===== src/design/sli_pkg.sv =====
// Package for the schedule linear interpolator.
// Field widths, register indexes, breakpoint entry type, sequencer states
// and the output saturation helper. No dependencies.
`default_nettype none

package sli_pkg;

   // Field widths
   localparam int TIME_W   = 17;   // breakpoint time, unsigned Q1.16
   localparam int VAL_W    = 24;   // track value, signed Q8.16
   localparam int SCALE_W  = 24;   // step scale, unsigned Q0.24
   localparam int COUNT_W  = 5;    // breakpoint count register
   localparam int STEP_W   = 16;   // step index
   localparam int SLOT_W   = 4;    // load slot
   localparam int SEG_W    = 4;    // reported segment
   localparam int CSR_IDX_W  = 1;
   localparam int CSR_DATA_W = 24;

   // Shared multiplier operands and product
   localparam int MUL_A_W = VAL_W + 1;
   localparam int MUL_B_W = TIME_W + 1;
   localparam int PROD_W  = MUL_A_W + MUL_B_W;

   // Normalized query time: (step * scale) >> 8, kept at full width
   localparam int T_SHIFT  = 8;
   localparam int T_FULL_W = STEP_W + SCALE_W - T_SHIFT;

   // Interpolation numerator and divider
   localparam int NUM_W       = PROD_W;
   localparam int QUO_W       = VAL_W;
   localparam int DIV_STEPS   = QUO_W / 2;
   localparam int DIV_CNT_W   = $clog2(DIV_STEPS);

   localparam int DEF_MAX_POINTS = 16;

   // Register indexes
   localparam logic [CSR_IDX_W-1:0] REG_STEP_SCALE       = 1'd0;
   localparam logic [CSR_IDX_W-1:0] REG_BREAKPOINT_COUNT = 1'd1;

   localparam logic [COUNT_W-1:0] COUNT_RESET = 5'd2;

   // Input item modes
   localparam logic MODE_LOAD  = 1'b0;
   localparam logic MODE_QUERY = 1'b1;

   localparam logic STATUS_OK   = 1'b0;
   localparam logic STATUS_HELD = 1'b1;

   // One breakpoint table entry
   typedef struct packed {
      logic [TIME_W-1:0]       ptime;
      logic signed [VAL_W-1:0] gamma;
      logic signed [VAL_W-1:0] coupling;
   } point_type;

   // Sequencer states
   typedef enum logic [3:0] {
      ST_IDLE,
      ST_MUL_T,
      ST_RD0,
      ST_LEFT,
      ST_CMP,
      ST_DIFF,
      ST_MUL_A,
      ST_MUL_B,
      ST_SUM,
      ST_DIV_GO,
      ST_DIV_WAIT,
      ST_DONE
   } state_type;

   // Clamp a signed quotient to the track value range
   function automatic logic signed [VAL_W-1:0] sat_val(input logic signed [QUO_W:0] q);
      logic signed [QUO_W:0] hi;
      logic signed [QUO_W:0] lo;
      hi = (QUO_W+1)'((1 << (VAL_W - 1)) - 1);
      lo = -(QUO_W+1)'(1 << (VAL_W - 1));
      if (q > hi) begin
         sat_val = hi[VAL_W-1:0];
      end else if (q < lo) begin
         sat_val = lo[VAL_W-1:0];
      end else begin
         sat_val = q[VAL_W-1:0];
      end
   endfunction

endpackage

`default_nettype wire


===== src/design/sli_table.sv =====
// Breakpoint table: one write port, one registered read port.
// Depends on sli_pkg for the entry type.
`default_nettype none

module sli_table #(
   parameter int DEPTH = sli_pkg::DEF_MAX_POINTS,
   parameter int AW    = $clog2(DEPTH)
) (
   input  wire logic                 clock,
   input  wire logic                 wr_en,
   input  wire logic [AW-1:0]        wr_addr,
   input  wire sli_pkg::point_type   wr_data,
   input  wire logic [AW-1:0]        rd_addr,
   output sli_pkg::point_type        rd_data
);

   sli_pkg::point_type mem [DEPTH];
   sli_pkg::point_type rd_data_ff;

   // Write on load transfers
   always_ff @(posedge clock) begin
      if (wr_en) begin
         mem[wr_addr] <= wr_data;
      end
   end

   // Registered read, every cycle
   always_ff @(posedge clock) begin
      rd_data_ff <= mem[rd_addr];
   end

   assign rd_data = rd_data_ff;

endmodule

`default_nettype wire


===== src/design/sli_div.sv =====
// Iterative signed-by-unsigned divider, two quotient bits per cycle.
// Quotient truncates toward zero. Depends on sli_pkg for widths.
`default_nettype none

module sli_div (
   input  wire logic                                 clock,
   input  wire logic                                 reset,
   input  wire logic                                 start,
   input  wire logic signed [sli_pkg::NUM_W-1:0]     dividend,
   input  wire logic [sli_pkg::TIME_W-1:0]           divisor,
   output logic                                      done,
   output logic signed [sli_pkg::QUO_W:0]            quotient
);

   localparam int TW = sli_pkg::TIME_W;
   localparam int QW = sli_pkg::QUO_W;
   localparam int NW = sli_pkg::NUM_W;
   localparam int CW = sli_pkg::DIV_CNT_W;

   logic [TW-1:0] div_ff;
   logic [TW-1:0] rem_ff,  rem_in;
   logic [QW-1:0] low_ff,  low_in;
   logic [QW-1:0] quo_ff,  quo_in;
   logic [CW-1:0] cnt_ff;
   logic          run_ff;
   logic          done_ff;
   logic          neg_ff;

   logic [NW-1:0] mag;
   logic [TW:0]   r1, r2;
   logic          q1, q2;
   logic [TW-1:0] r1s;
   logic [QW:0]   quot_mag;

   // Magnitude of the dividend; the quotient is known to fit QW bits,
   // so the upper bits start as the partial remainder.
   always_comb begin
      mag = dividend[NW-1] ? NW'(-dividend) : NW'(dividend);
   end

   // Two restoring steps per cycle
   always_comb begin
      r1     = {rem_ff, low_ff[QW-1]};
      q1     = r1 >= {1'b0, div_ff};
      r1s    = q1 ? TW'(r1 - {1'b0, div_ff}) : r1[TW-1:0];
      r2     = {r1s, low_ff[QW-2]};
      q2     = r2 >= {1'b0, div_ff};
      rem_in = q2 ? TW'(r2 - {1'b0, div_ff}) : r2[TW-1:0];
      low_in = {low_ff[QW-3:0], 2'b00};
      quo_in = {quo_ff[QW-3:0], q1, q2};
   end

   // Control
   always_ff @(posedge clock) begin
      if (reset) begin
         run_ff  <= 1'b0;
         done_ff <= 1'b0;
         cnt_ff  <= '0;
      end else begin
         done_ff <= 1'b0;
         if (start) begin
            run_ff <= 1'b1;
            cnt_ff <= CW'(sli_pkg::DIV_STEPS - 1);
         end else if (run_ff) begin
            cnt_ff <= cnt_ff - CW'(1);
            if (cnt_ff == '0) begin
               run_ff  <= 1'b0;
               done_ff <= 1'b1;
            end
         end
      end
   end

   // Datapath
   always_ff @(posedge clock) begin
      if (start) begin
         div_ff <= divisor;
         neg_ff <= dividend[NW-1];
         rem_ff <= mag[QW +: TW];
         low_ff <= mag[QW-1:0];
         quo_ff <= '0;
      end else if (run_ff) begin
         rem_ff <= rem_in;
         low_ff <= low_in;
         quo_ff <= quo_in;
      end
   end

   assign quot_mag = {1'b0, quo_ff};
   assign quotient = neg_ff ? (QW+1)'(-quot_mag) : quot_mag;
   assign done     = done_ff;

endmodule

`default_nettype wire


===== src/design/schedule_linear_interpolator.sv =====
// Schedule linear interpolator top level: sequencer, shared multiplier,
// breakpoint table (sli_table) and iterative divider (sli_div). Uses sli_pkg.
//
//   channel  direction  handshake            payload
//   req      in         req_valid/req_stall  mode, slot, point_*, step_index
//   rsp      out        rsp_valid/rsp_stall  gamma_value, coupling_value, segment, status
//   csr      in         csr_write            csr_index, csr_data
//
// A load is written straight into the table. A query scales the step, reads the
// first breakpoint and compares one segment per cycle; a match adds a step for the
// differences and, per track, two multiplier passes, one add, the divide start and
// a wait on the 12-step divider, or no divide on a zero-width segment. The query
// time is set by the divider and the one-segment-per-cycle table read.
// Reset is synchronous, active high; the table is not cleared.
// A stalled result sits in the output register; the next query waits at
// its end until that register is free, and no request is taken meanwhile.
`default_nettype none

module schedule_linear_interpolator #(
   parameter int MAX_POINTS = sli_pkg::DEF_MAX_POINTS
) (
   input  wire logic                                     clock,
   input  wire logic                                     reset,
   // request channel
   input  wire logic                                     req_valid,
   output logic                                          req_stall,
   input  wire logic                                     req_mode,
   input  wire logic [sli_pkg::SLOT_W-1:0]               req_slot,
   input  wire logic [sli_pkg::TIME_W-1:0]               req_point_time,
   input  wire logic signed [sli_pkg::VAL_W-1:0]         req_point_gamma,
   input  wire logic signed [sli_pkg::VAL_W-1:0]         req_point_coupling,
   input  wire logic [sli_pkg::STEP_W-1:0]               req_step_index,
   // response channel
   output logic                                          rsp_valid,
   input  wire logic                                     rsp_stall,
   output logic signed [sli_pkg::VAL_W-1:0]              rsp_gamma_value,
   output logic signed [sli_pkg::VAL_W-1:0]              rsp_coupling_value,
   output logic [sli_pkg::SEG_W-1:0]                     rsp_segment,
   output logic                                          rsp_status,
   // configuration
   input  wire logic                                     csr_write,
   input  wire logic [sli_pkg::CSR_IDX_W-1:0]            csr_index,
   input  wire logic [sli_pkg::CSR_DATA_W-1:0]           csr_data
);

   localparam int AW   = $clog2(MAX_POINTS);
   localparam int CNTW = $clog2(MAX_POINTS + 1);
   localparam int IW   = CNTW + 1;
   localparam int TW   = sli_pkg::TIME_W;
   localparam int VW   = sli_pkg::VAL_W;
   localparam int TFW  = sli_pkg::T_FULL_W;

   // Configuration registers
   logic [sli_pkg::SCALE_W-1:0] step_scale_ff;
   logic [sli_pkg::COUNT_W-1:0] count_ff;

   always_ff @(posedge clock) begin
      if (reset) begin
         step_scale_ff <= '0;
         count_ff      <= sli_pkg::COUNT_RESET;
      end else if (csr_write) begin
         unique case (csr_index)
            sli_pkg::REG_STEP_SCALE:       step_scale_ff <= csr_data[sli_pkg::SCALE_W-1:0];
            sli_pkg::REG_BREAKPOINT_COUNT: count_ff      <= csr_data[sli_pkg::COUNT_W-1:0];
            default: ;
         endcase
      end
   end

   // State and datapath registers
   sli_pkg::state_type state_ff, state_in;

   logic [sli_pkg::STEP_W-1:0]          step_ff;
   logic signed [sli_pkg::PROD_W-1:0]   prod_ff;
   logic signed [sli_pkg::PROD_W-1:0]   acc_ff;
   logic signed [sli_pkg::NUM_W-1:0]    num_ff;
   logic [TFW-1:0]                      t_ff;
   sli_pkg::point_type                  left_ff;
   sli_pkg::point_type                  right_ff;
   logic [AW-1:0]                       idx_ff;
   logic [TW-1:0]                       dr_ff, dl_ff, w_ff;
   logic                                trk_ff;
   logic                                found_ff;
   logic signed [VW-1:0]                res_g_ff, res_c_ff;
   logic signed [VW-1:0]                held_g_ff, held_c_ff;

   logic                                rsp_valid_ff;
   logic signed [VW-1:0]                rsp_gamma_ff, rsp_coupling_ff;
   logic [sli_pkg::SEG_W-1:0]           rsp_segment_ff;
   logic                                rsp_status_ff;

   // Table and divider hookup
   logic                  tbl_wr_en;
   logic [AW-1:0]         tbl_wr_addr;
   sli_pkg::point_type    tbl_wr_data;
   logic [AW-1:0]         tbl_rd_addr;
   sli_pkg::point_type    tbl_rd_data;

   logic                               div_start;
   logic                               div_done;
   logic signed [sli_pkg::QUO_W:0]     div_quot;

   // Shared multiplier operands
   logic signed [sli_pkg::MUL_A_W-1:0] mul_a;
   logic signed [sli_pkg::MUL_B_W-1:0] mul_b;

   // Misc decode
   logic                 req_xfer;
   logic                 load_xfer;
   logic                 query_xfer;
   logic [CNTW-1:0]      limit;
   logic                 first_ok;
   logic                 next_ok;
   logic                 in_seg;
   logic                 w_zero;
   logic                 out_free;
   logic signed [VW-1:0] v0, v1;
   logic signed [VW-1:0] track_val;

   assign req_xfer   = req_valid && !req_stall;
   assign load_xfer  = req_xfer && (req_mode == sli_pkg::MODE_LOAD);
   assign query_xfer = req_xfer && (req_mode == sli_pkg::MODE_QUERY);

   // Active breakpoints and segment range checks
   always_comb begin
      limit    = (32'(count_ff) > MAX_POINTS) ? CNTW'(MAX_POINTS) : CNTW'(count_ff);
      first_ok = IW'(limit) >= IW'(2);
      next_ok  = (IW'(idx_ff) + IW'(3)) <= IW'(limit);
      in_seg   = (t_ff >= TFW'(left_ff.ptime)) && (t_ff <= TFW'(tbl_rd_data.ptime));
      w_zero   = (w_ff == '0);
      out_free = !rsp_valid_ff || !rsp_stall;
      v0       = trk_ff ? left_ff.coupling  : left_ff.gamma;
      v1       = trk_ff ? right_ff.coupling : right_ff.gamma;
      track_val = w_zero ? v0 : sli_pkg::sat_val(div_quot);
   end

   // Table write on load transfers; slots past the table are dropped
   assign tbl_wr_en        = load_xfer && (32'(req_slot) < MAX_POINTS);
   assign tbl_wr_addr      = AW'(req_slot);
   assign tbl_wr_data.ptime    = req_point_time;
   assign tbl_wr_data.gamma    = req_point_gamma;
   assign tbl_wr_data.coupling = req_point_coupling;

   sli_table #(
      .DEPTH (MAX_POINTS),
      .AW    (AW)
   ) u_table (
      .clock   (clock),
      .wr_en   (tbl_wr_en),
      .wr_addr (tbl_wr_addr),
      .wr_data (tbl_wr_data),
      .rd_addr (tbl_rd_addr),
      .rd_data (tbl_rd_data)
   );

   sli_div u_div (
      .clock    (clock),
      .reset    (reset),
      .start    (div_start),
      .dividend (num_ff),
      .divisor  (w_ff),
      .done     (div_done),
      .quotient (div_quot)
   );

   // Next state
   always_comb begin
      state_in = state_ff;
      unique case (state_ff)
         sli_pkg::ST_IDLE:     if (query_xfer) state_in = sli_pkg::ST_MUL_T;
         sli_pkg::ST_MUL_T:    state_in = sli_pkg::ST_RD0;
         sli_pkg::ST_RD0:      state_in = sli_pkg::ST_LEFT;
         sli_pkg::ST_LEFT:     state_in = first_ok ? sli_pkg::ST_CMP : sli_pkg::ST_DONE;
         sli_pkg::ST_CMP: begin
            if (in_seg) begin
               state_in = sli_pkg::ST_DIFF;
            end else if (!next_ok) begin
               state_in = sli_pkg::ST_DONE;
            end
         end
         sli_pkg::ST_DIFF:     state_in = sli_pkg::ST_MUL_A;
         sli_pkg::ST_MUL_A:    state_in = sli_pkg::ST_MUL_B;
         sli_pkg::ST_MUL_B:    state_in = sli_pkg::ST_SUM;
         sli_pkg::ST_SUM:      state_in = sli_pkg::ST_DIV_GO;
         sli_pkg::ST_DIV_GO: begin
            if (!w_zero) begin
               state_in = sli_pkg::ST_DIV_WAIT;
            end else begin
               state_in = trk_ff ? sli_pkg::ST_DONE : sli_pkg::ST_MUL_A;
            end
         end
         sli_pkg::ST_DIV_WAIT: begin
            if (div_done) begin
               state_in = trk_ff ? sli_pkg::ST_DONE : sli_pkg::ST_MUL_A;
            end
         end
         sli_pkg::ST_DONE:     if (out_free) state_in = sli_pkg::ST_IDLE;
         default:              state_in = sli_pkg::ST_IDLE;
      endcase
   end

   // Sequencer outputs: stall, table read address, multiplier operands, divide start
   always_comb begin
      req_stall   = (state_ff != sli_pkg::ST_IDLE);
      tbl_rd_addr = '0;
      mul_a       = '0;
      mul_b       = '0;
      div_start   = 1'b0;
      unique case (state_ff)
         sli_pkg::ST_LEFT:  tbl_rd_addr = AW'(1);
         sli_pkg::ST_CMP:   tbl_rd_addr = AW'(IW'(idx_ff) + IW'(2));
         sli_pkg::ST_MUL_T: begin
            mul_a = sli_pkg::MUL_A_W'({1'b0, step_scale_ff});
            mul_b = sli_pkg::MUL_B_W'(step_ff);
         end
         sli_pkg::ST_MUL_A: begin
            mul_a = sli_pkg::MUL_A_W'(v0);
            mul_b = sli_pkg::MUL_B_W'(dr_ff);
         end
         sli_pkg::ST_MUL_B: begin
            mul_a = sli_pkg::MUL_A_W'(v1);
            mul_b = sli_pkg::MUL_B_W'(dl_ff);
         end
         sli_pkg::ST_DIV_GO: div_start = !w_zero;
         default: ;
      endcase
   end

   // Control registers
   always_ff @(posedge clock) begin
      if (reset) begin
         state_ff     <= sli_pkg::ST_IDLE;
         rsp_valid_ff <= 1'b0;
         held_g_ff    <= '0;
         held_c_ff    <= '0;
         found_ff     <= 1'b0;
         trk_ff       <= 1'b0;
      end else begin
         state_ff <= state_in;
         if (query_xfer) begin
            found_ff <= 1'b0;
            trk_ff   <= 1'b0;
         end
         if (state_ff == sli_pkg::ST_CMP && in_seg) begin
            found_ff <= 1'b1;
         end
         if ((state_ff == sli_pkg::ST_DIV_GO && w_zero) ||
             (state_ff == sli_pkg::ST_DIV_WAIT && div_done)) begin
            trk_ff <= 1'b1;
         end
         // Result register: load at the end of a query, clear on transfer
         if (state_ff == sli_pkg::ST_DONE && out_free) begin
            rsp_valid_ff <= 1'b1;
            if (found_ff) begin
               held_g_ff <= res_g_ff;
               held_c_ff <= res_c_ff;
            end
         end else if (!rsp_stall) begin
            rsp_valid_ff <= 1'b0;
         end
      end
   end

   // Datapath registers
   always_ff @(posedge clock) begin
      if (query_xfer) begin
         step_ff <= req_step_index;
      end
      unique case (state_ff) inside
         sli_pkg::ST_MUL_T: prod_ff <= sli_pkg::PROD_W'(mul_a * mul_b);
         sli_pkg::ST_RD0:   t_ff    <= prod_ff[sli_pkg::T_SHIFT +: TFW];
         sli_pkg::ST_LEFT: begin
            left_ff <= tbl_rd_data;
            idx_ff  <= '0;
         end
         sli_pkg::ST_CMP: begin
            // Match keeps the right point; otherwise slide one segment on
            if (in_seg) begin
               right_ff <= tbl_rd_data;
            end else begin
               left_ff <= tbl_rd_data;
               idx_ff  <= AW'(IW'(idx_ff) + IW'(1));
            end
         end
         sli_pkg::ST_DIFF: begin
            dr_ff <= TW'(right_ff.ptime - t_ff[TW-1:0]);
            dl_ff <= TW'(t_ff[TW-1:0] - left_ff.ptime);
            w_ff  <= TW'(right_ff.ptime - left_ff.ptime);
         end
         sli_pkg::ST_MUL_A: prod_ff <= sli_pkg::PROD_W'(mul_a * mul_b);
         sli_pkg::ST_MUL_B: begin
            acc_ff  <= prod_ff;
            prod_ff <= sli_pkg::PROD_W'(mul_a * mul_b);
         end
         sli_pkg::ST_SUM:   num_ff <= sli_pkg::NUM_W'(acc_ff + prod_ff);
         sli_pkg::ST_DIV_GO, sli_pkg::ST_DIV_WAIT: begin
            if ((state_ff == sli_pkg::ST_DIV_GO && w_zero) || div_done) begin
               if (trk_ff) begin
                  res_c_ff <= track_val;
               end else begin
                  res_g_ff <= track_val;
               end
            end
         end
         sli_pkg::ST_DONE: begin
            if (out_free) begin
               rsp_gamma_ff    <= found_ff ? res_g_ff : held_g_ff;
               rsp_coupling_ff <= found_ff ? res_c_ff : held_c_ff;
               rsp_segment_ff  <= found_ff ? sli_pkg::SEG_W'(idx_ff) : '0;
               rsp_status_ff   <= found_ff ? sli_pkg::STATUS_OK : sli_pkg::STATUS_HELD;
            end
         end
         default: ;
      endcase
   end

   assign rsp_valid          = rsp_valid_ff;
   assign rsp_gamma_value    = rsp_gamma_ff;
   assign rsp_coupling_value = rsp_coupling_ff;
   assign rsp_segment        = rsp_segment_ff;
   assign rsp_status         = rsp_status_ff;

endmodule

`default_nettype wire


===== config.mk =====
export PLATFORM = sky130hd
export DESIGN_NAME = schedule_linear_interpolator
export DESIGN_NICKNAME = d
export VERILOG_FILES = /design/src/design/sli_pkg.sv /design/src/design/sli_table.sv /design/src/design/sli_div.sv /design/src/design/schedule_linear_interpolator.sv
export SDC_FILE = /design/constraint.sdc
export NUM_CORES = 2
export LEC_CHECK = 0
export BUFFER_PORTS_ARGS = -buffer_cell sky130_fd_sc_hd__buf_4
export CORE_MARGIN = 5
export CORE_UTILIZATION = 35
export DETAILED_ROUTE_END_ITERATION = 8
export GPL_TIMING_DRIVEN = 0
export HOLD_SLACK_MARGIN = 0.12
export PLACE_DENSITY = 0.57
export SLEW_MARGIN = 10
export SYNTH_ARGS = -nofsm -noshare
export SYNTH_HDL_FRONTEND = slang
export SYNTH_HIERARCHICAL = 1
export SYNTH_SLANG_ARGS = --single-unit

===== constraint.sdc =====
create_clock -name clock -period 13.2 [get_ports clock]
set_clock_uncertainty 0.15 [all_clocks]
set_input_delay 2.64 -clock clock [delete_from_list [all_inputs] [get_ports clock]]
set_output_delay 2.64 -clock clock [all_outputs]
set_load 0.01 [all_outputs]

==> results.sh <==
export IMPL_status="finished clean"
export IMPL_detail_route_antenna_nets=0
export IMPL_dp_cells=9514
export IMPL_critPathCaptureType="register"
export IMPL_intPower_mw=9.53
export IMPL_track_usage_pct=18.7
export IMPL_core_area_sq_um=245000
export IMPL_numCtsBuffers=171
export IMPL_critPathRequiredTime_ns=13.55
export IMPL_nNetsFinal=7265
export IMPL_clk_latency_ns=0.83
export IMPL_crit_path_frequent_cell="fa_1"
export IMPL_post_route_drc_count=0
export IMPL_grt_pass1_wl_um=355000
export IMPL_die_h_um=506
export IMPL_ios=171
export IMPL_dieArea_sq_um=256000
export IMPL_row_count=182
export IMPL_fin_tns_setup_ns=0
export IMPL_cts_root_buf="clkbuf_16"
export IMPL_start_kind="register"
export IMPL_ctsHoldBuffers=0
export IMPL_clock_sinks=1740
export IMPL_crit_type="reg2reg"
export IMPL_wl_um=242000
export IMPL_yosysWarnings=6
export IMPL_cts_max_level=4
export IMPL_setup_violations=0
export IMPL_layout_worst_path_cycle_share_pct=82.8
export IMPL_dr_first_iter_drc_count=4606
export IMPL_antenna_found_initial=37
export IMPL_synthCells=6001
export IMPL_critical_path_slowest_cell="nor3_1"
export IMPL_power_density_nw_per_um2=129
export IMPL_drive_gt1_share_pct=15.1
export IMPL_slew_headroom_pct=11.7
export IMPL_avgSynthCellArea_sq_um=14.3
export IMPL_die_w_um=506
export IMPL_rsz0062_at_grt="no"
export IMPL_cts_resized_gates=0
export IMPL_p_sw_mw=3.28
export IMPL_p_sw_share_pct=25.6
export IMPL_grt_start_max_net_pins=53
export IMPL_slowest_delay_ns=0.84
export IMPL_arrival_ns=11.28
export IMPL_n_fill_cell=22513
export IMPL_slew_viol_final=0
export IMPL_place_congestion=0.940
export IMPL_hold_viol=0
export IMPL_start_util_pct=35.1
export IMPL_grt_overflow=0
export IMPL_first_global_vias=52508
export IMPL_synth_net_count=6797
export IMPL_dpl_hpwl_um=180000
export IMPL_multi_input_area_sq_um=32500
export IMPL_drv_cap=0
export IMPL_seqPwrFrac_pct=49.7
export IMPL_cts_tree="built"
export IMPL_clockPowerShare_pct=38.5
export IMPL_clk_pin_slew_worst_paths_ns=0.07
export IMPL_areaGrowthSynthToFinish_pct=15.2
export IMPL_hp_class="reg2reg"
export IMPL_dr_total_vias=51368
export IMPL_fin_crit_ns=10.93
export IMPL_comb_power_share_pct=11.8
export IMPL_cts_path_max_buffers=3
export IMPL_port_buffers=170
export IMPL_final_cells=9855
export IMPL_viasPerCell=5.21
export IMPL_wire_per_inst_um=24.6
export IMPL_dr_pass1_iters=6
export IMPL_ir_worst_vdd_uv=121
export IMPL_synth_area_sq_um=86100
export IMPL_cts_setup_buffers=0
export IMPL_seqCellArea_sq_um=50500
export IMPL_timing_fmax_ghz=0.0915
export IMPL_post_route_util_pct=40.4
export IMPL_p_leak_nw=36.0
export IMPL_worstPathMaxFanout=10
export IMPL_worstMarginPinSlew_ns=1.32
==> area by class of cell <==
| cell class | instances | area share, % |
|---|---|---|
| repair buffers | 295 | 2.96 |
| plain buffers | 242 | 1.13 |
| inverters | 607 | 2.30 |
| diodes | 17 | 0.0429 |
| multi-input cells | 3412 | 32.8 |
| flip-flops and latches | 1740 | 50.9 |
| clock inverters | 79 | 0.982 |
| well taps | 3220 | 4.07 |
| clock buffers | 243 | 4.83 |
==> metal layers <==
layer  GRT usage, %  up-vias  part of all wire, %
met2           29.6     1712                   46
li1               -    22667                    -
met5              0        -                0.076
met4           6.30       28                  3.8
met3           3.92      373                  7.4
met1           25.7    26588                   43
==> flip-flops by register name, summed over array words and instances (netlist names), 32 cells and up <==
register	cells
acc_ff	43
left_ff	65
num_ff	42
t_ff	32
prod_ff	43
u_table/rd_data	65
right_ff	65
u_table/mem	1040
==> cell usage in the layout, fill, tap and decap left out, types with 31 or more instances in the layout <==
cell type  instances
nand2_1          556
buf_4            225
nor2b_1           31
clkbuf_1         221
xor2_1            82
edfxtp_1        1561
mux2_2            73
fa_1             422
nor2_1           441
mux4_2           260
buf_2             32
buf_12            33
clkbuf_16        174
o21ai_0          130
a21oi_1          170
ha_1             258
nand2b_1          35
nand3_1           42
a22oi_1          146
mux2i_1          121
buf_6             41
a21o_1            79
inv_1            605
dfxtp_1          179
xnor2_1          123
==> worst max-delay path: cells and delay by family (launching register included) <==
kind	cells	cell delay, ns
adder cells (fa/ha/maj)	7	3.47
buffers and inverters	9	2.38
AO/OA/AOI/OAI	8	2.14
AND/OR/NAND/NOR	6	2.06
flip-flops	1	0.30
XOR/XNOR	1	0.12
==> metrics by stage <==
step           hold WS [ns]  cell area, sq um  power (mW)  setup slack, ns
2_1_floorplan         0.254             86100        7.31             3.83
3_3_place_gp          0.262             91400        7.95            -1.44
3_5_place_dp          0.270             93300        7.99             2.56
4_1_cts               0.256             99000        12.9             2.48
5_1_grt               0.263             99100        13.3             1.76
6_report              0.261             99100        12.8             2.27
==> power groups by stage <==
stage               sequential (mW)  clock (mW)  combinational, mW
CTS                            6.37        5.05               1.51
global route                   6.38        5.29               1.63
floorplan                      6.41           0              0.896
global placement               6.50           0               1.45
detailed placement             6.48           0               1.50
finish                         6.37        4.94               1.51
==> worst paths after layout <==
kind	startpoint	endpoint	slack, ns	cells after the start
worst max-delay path	state_ff[1]	prod_ff[42]	2.27	31
worst min-delay path	u_table/rd_data[60]	right_ff[60]	0.26	0
worst max register to register	state_ff[1]	prod_ff[42]	2.27	31
worst min register to register	u_table/rd_data[60]	right_ff[60]	0.26	0
No activity file was read; power rests on OpenSTA's default activity.
